## src/design/vrs_pkg.sv

```systemverilog
`default_nettype none

package vrs_pkg;

  // register file layout
  localparam int REG_W     = 48;
  localparam int FIELD_W   = 16;
  localparam int AXES      = 3;
  localparam int CFG_IDX_W = 3;
  localparam int FIRST_W   = 17;
  localparam int EN_W      = 4;

  // register indexes
  localparam logic [CFG_IDX_W-1:0] REG_BOX_MIN     = 3'd0;
  localparam logic [CFG_IDX_W-1:0] REG_BOX_MAX     = 3'd1;
  localparam logic [CFG_IDX_W-1:0] REG_REF_POINT   = 3'd2;
  localparam logic [CFG_IDX_W-1:0] REG_RADIUS_MIN  = 3'd3;
  localparam logic [CFG_IDX_W-1:0] REG_RADIUS_MAX  = 3'd4;
  localparam logic [CFG_IDX_W-1:0] REG_FIRST_INDEX = 3'd5;
  localparam logic [CFG_IDX_W-1:0] REG_CHECK_EN    = 3'd6;

  // check enable bits
  localparam int EN_BOX      = 0;
  localparam int EN_RADIUS_X = 1;

  // offset clamp and square widths
  localparam int                  MAG_W        = 17;
  localparam logic [MAG_W-1:0]    OFFSET_CLAMP = 17'h1FFFF;
  localparam int                  SQ_W         = 2 * MAG_W;
  localparam int                  SUM_W        = SQ_W + 1;
  localparam int                  RSQ_W        = 2 * FIELD_W;

  // result count field
  localparam int COUNT_W = 17;

  // payload between the square stage and the result register
  typedef struct packed {
    logic                 idx_ok;
    logic                 box_ok;
    logic                 last;
    logic [SQ_W-1:0]      sq_x;
    logic [SQ_W-1:0]      sq_y;
    logic [SQ_W-1:0]      sq_z;
  } sq_stage_t;

endpackage

`default_nettype wire

```

## src/design/vrs_offset_sq.sv

```systemverilog
`default_nettype none

module vrs_offset_sq #(
  parameter int COORD_BITS = 16
) (
  input  logic signed [COORD_BITS-1:0]        pos,
  input  logic signed [vrs_pkg::FIELD_W-1:0]  ref_val,
  output logic        [vrs_pkg::SQ_W-1:0]     sq
);
  import vrs_pkg::*;

  localparam int CW = (COORD_BITS > FIELD_W) ? COORD_BITS : FIELD_W;
  localparam int DW = CW + 1;
  localparam int AW = (DW > MAG_W) ? DW : MAG_W;

  logic signed [DW-1:0] diff;
  logic        [DW-1:0] diff_abs;
  logic        [AW-1:0] abs_ext;
  logic        [MAG_W-1:0] mag;

  // signed offset from the reference coordinate
  assign diff     = DW'(pos) - DW'(ref_val);
  assign diff_abs = diff[DW-1] ? $unsigned(-diff) : $unsigned(diff);
  assign abs_ext  = AW'(diff_abs);

  // clamp large offsets, they exceed every radius anyway
  assign mag = (abs_ext > AW'(OFFSET_CLAMP)) ? OFFSET_CLAMP : abs_ext[MAG_W-1:0];

  assign sq = SQ_W'(mag) * SQ_W'(mag);

endmodule

`default_nettype wire

```

## config.mk

```make
export PLATFORM = sky130hd
export DESIGN_NAME = vrs_offset_sq
export DESIGN_NICKNAME = d
export VERILOG_FILES = /design/src/design/vrs_pkg.sv /design/src/design/vrs_offset_sq.sv
export SDC_FILE = /design/constraint.sdc
export NUM_CORES = 1
export LEC_CHECK = 0
export BUFFER_PORTS_ARGS = -buffer_cell sky130_fd_sc_hd__buf_2
export CAP_MARGIN = 20
export CORE_MARGIN = 2
export CORE_UTILIZATION = 23
export DETAILED_ROUTE_END_ITERATION = 16
export PLACE_DENSITY = 0.45
export SETUP_SLACK_MARGIN = 0.3
export SLEW_MARGIN = 0
export SYNTH_ARGS = -nofsm -noshare
export SYNTH_HDL_FRONTEND = slang
export SYNTH_SLANG_ARGS = --single-unit
```

## constraint.sdc

```tcl
create_clock -name vclk -period 12.76
set_input_delay 1.276 -clock vclk [all_inputs]
set_output_delay 1.276 -clock vclk [all_outputs]
set_load 0.05 [all_outputs]
```

==> results.md <==
* Setup TNS Final at 0 ns
* # IOs at 66
* Max Freq at 85.8 MHz
* DRT Pass-1 Iters at 5
* CLK BUF at 0
* Core region area at 0.0399 mm²
* Mean routed wirelength per cell at 13.9 µm
* Max_cap viols at 0
* Final Critical Period at 11.65 ns
* Worst Path Required at 11.48 ns
* Worst slew margin at 54.9%
* Yosys top cell area share at 40.9%
* Pre-CTS setup slack at 0.828 ns
* # diodes at 0
* Cell mode on critical path: fa_1
* IO buf count at 65
* Cell Rows at 73
* Worst-Margin Slew at 0.657 ns
* DR vias at 7133
* Placed inst area at 0.0104 mm²
* Die height at 206 µm
* Main area contributors after synthesis: fa_1 41%, ha_1 16%, inv_1 11%, nor2_1 4.1%, xnor2_1 3.5%
* Cell taking the most area after synthesis: fa_1
* Die area at 0.0423 mm²
* Buf/Inv on CP at 7
* Post-route cell area at 0.0104 mm²
* Largest net degree at the start of global routing at 18
* WL final at 23300 µm
* Final Hold Fails at 0
* Setup violators final at 0
* Layout cell share with drive strength beyond 1 at 10.5%
* Vias/cell at 4.24
* Crit path capture type: output pin
* Final worst slack at 1.11 ns
* Layout net count at 1503
* RSZ-0062 raised after global routing: false
* CP max stage cell: or4b_2
* Initial antenna violation count at 0
* Critical Path AT at 10.37 ns
* FF+latch count at 0
* CTS Hold Bufs at 0
* CP Class: in -> out
* ANT nets after route at 0
* Total grt overflow at 0
* Sequential fraction of the synthesis area at 0%
* Yosys warns at 0
* Post-CTS sizing at 0
* DP Wirelength at 20700 µm
* CP max FO at 9
* Hold Crit Class: in -> out
* Tot GR Track Use at 11.7%
* Commonest non-fill, non-tap cell in the layout: inv_1
* DRC errors left at 0
* Post-synthesis cell count at 1088
* DR iter-0 viols at 279
* Most frequent cells in the layout: 276 x inv_1, 191 x fa_1, 121 x ha_1, 101 x nor2_1, 79 x nand2_1
* Global-route wire length before repair at 40000 µm
* Status: finished, final reports clean
* Mean post-synth cell area at 8.59 µm²
* Slew Viols, Final at 0
* Vias in the first global route at 7958
* Synthesized area at 0.00935 mm²
* Crit-path leading delay family: adder cells
* Starting Density at 23.4%
* Yosys cell types at 77
* Area growth from synthesis to layout at 11.2%
* Gpl congestion at 0.832
* Final period util at 91.3%
* Register area at 0 µm²
* CP startpoint kind: input pin
* Slowest stage delay, CP at 0.66 ns
* Setup bufs post-CTS at 0
* Die X at 206 µm
cell usage after synthesis, types with 4 or more instances:
master    count
o21bai_1      6
a21o_1       18
nor2_1      101
and3_1        4
and2_1        8
nand2_1      79
inv_1       276
nor4_1        5
xor2_1       21
nand2b_1      8
ha_1        121
inv_2         8
xnor2_1      37
clkbuf_1     13
o31ai_1       4
fa_1        191
buf_2         9
a21oi_1      39
or3_1         7
nand3_1      11
nor2b_1       4
nand4_1       4
or2_2         6
nor3_1       13
o21ai_0      11
o211ai_1      5
path summary, 6_finish.rpt:
path	start	end	cells past startpoint	slack, ns
worst max-delay path	pos[0]	sq[31]	31	1.11
worst min-delay path	ref_val[0]	sq[2]	6	3.59
per-layer routing:
metal  share of wire, %  wire length (µm)  GRT usage [%]  vias to the layer above
li1                   -                 -              -                     3497
met1                 46             10800           15.6                     3549
met2                 51             11900           22.2                       79
met3                2.3               532          0.396                        8
met4               0.33                77          0.385                        0
met5                  0                 0              0                        -
tightest hold or removal path, cell delays in order:
cell and delay [ns]:
buf_2 0.08, ha_1 0.22, buf_4 0.21, clkinv_1 0.23, nor2_1 0.08, buf_2 0.21
stage by stage:
step / std cells / hold slack (ns) / util [%]
global placement: 1682 / 3.61 / 26.0
finish: 1682 / 3.59 / 26.0
global route: 1682 / 3.66 / 26.0
detailed placement: 1682 / 3.61 / 26.0
CTS: 1682 / 3.61 / 26.0
floorplan: 1098 / 3.23 / -
final cells by class:
class                           count  area, µm²
Timing Repair Buffer               82        453
Multi-Input combinational cell    788       8210
Tap cell                          525        657
Fill cell                        4335      29500
Inverter                          287       1080
cells by family (layout without fill, tap and decap cells):
group                      count (synthesis)  count (layout)  share of synthesized area, %
AOI/OAI and AO/OA                        126             126                          9.69
xor gates and xnor gates                  60              60                          5.78
adders and majority gates                312             312                          57.1
buffers and inverters                    310             369                          12.6
muxes                                      5               5                         0.562
other                                      2              12                        0.0804
and+or+nand+nor                          273             273                          14.2
Power is left out: the tool's default activity adds up to more than one toggle a clock period on the data nets, which glitch-free logic cannot reach.
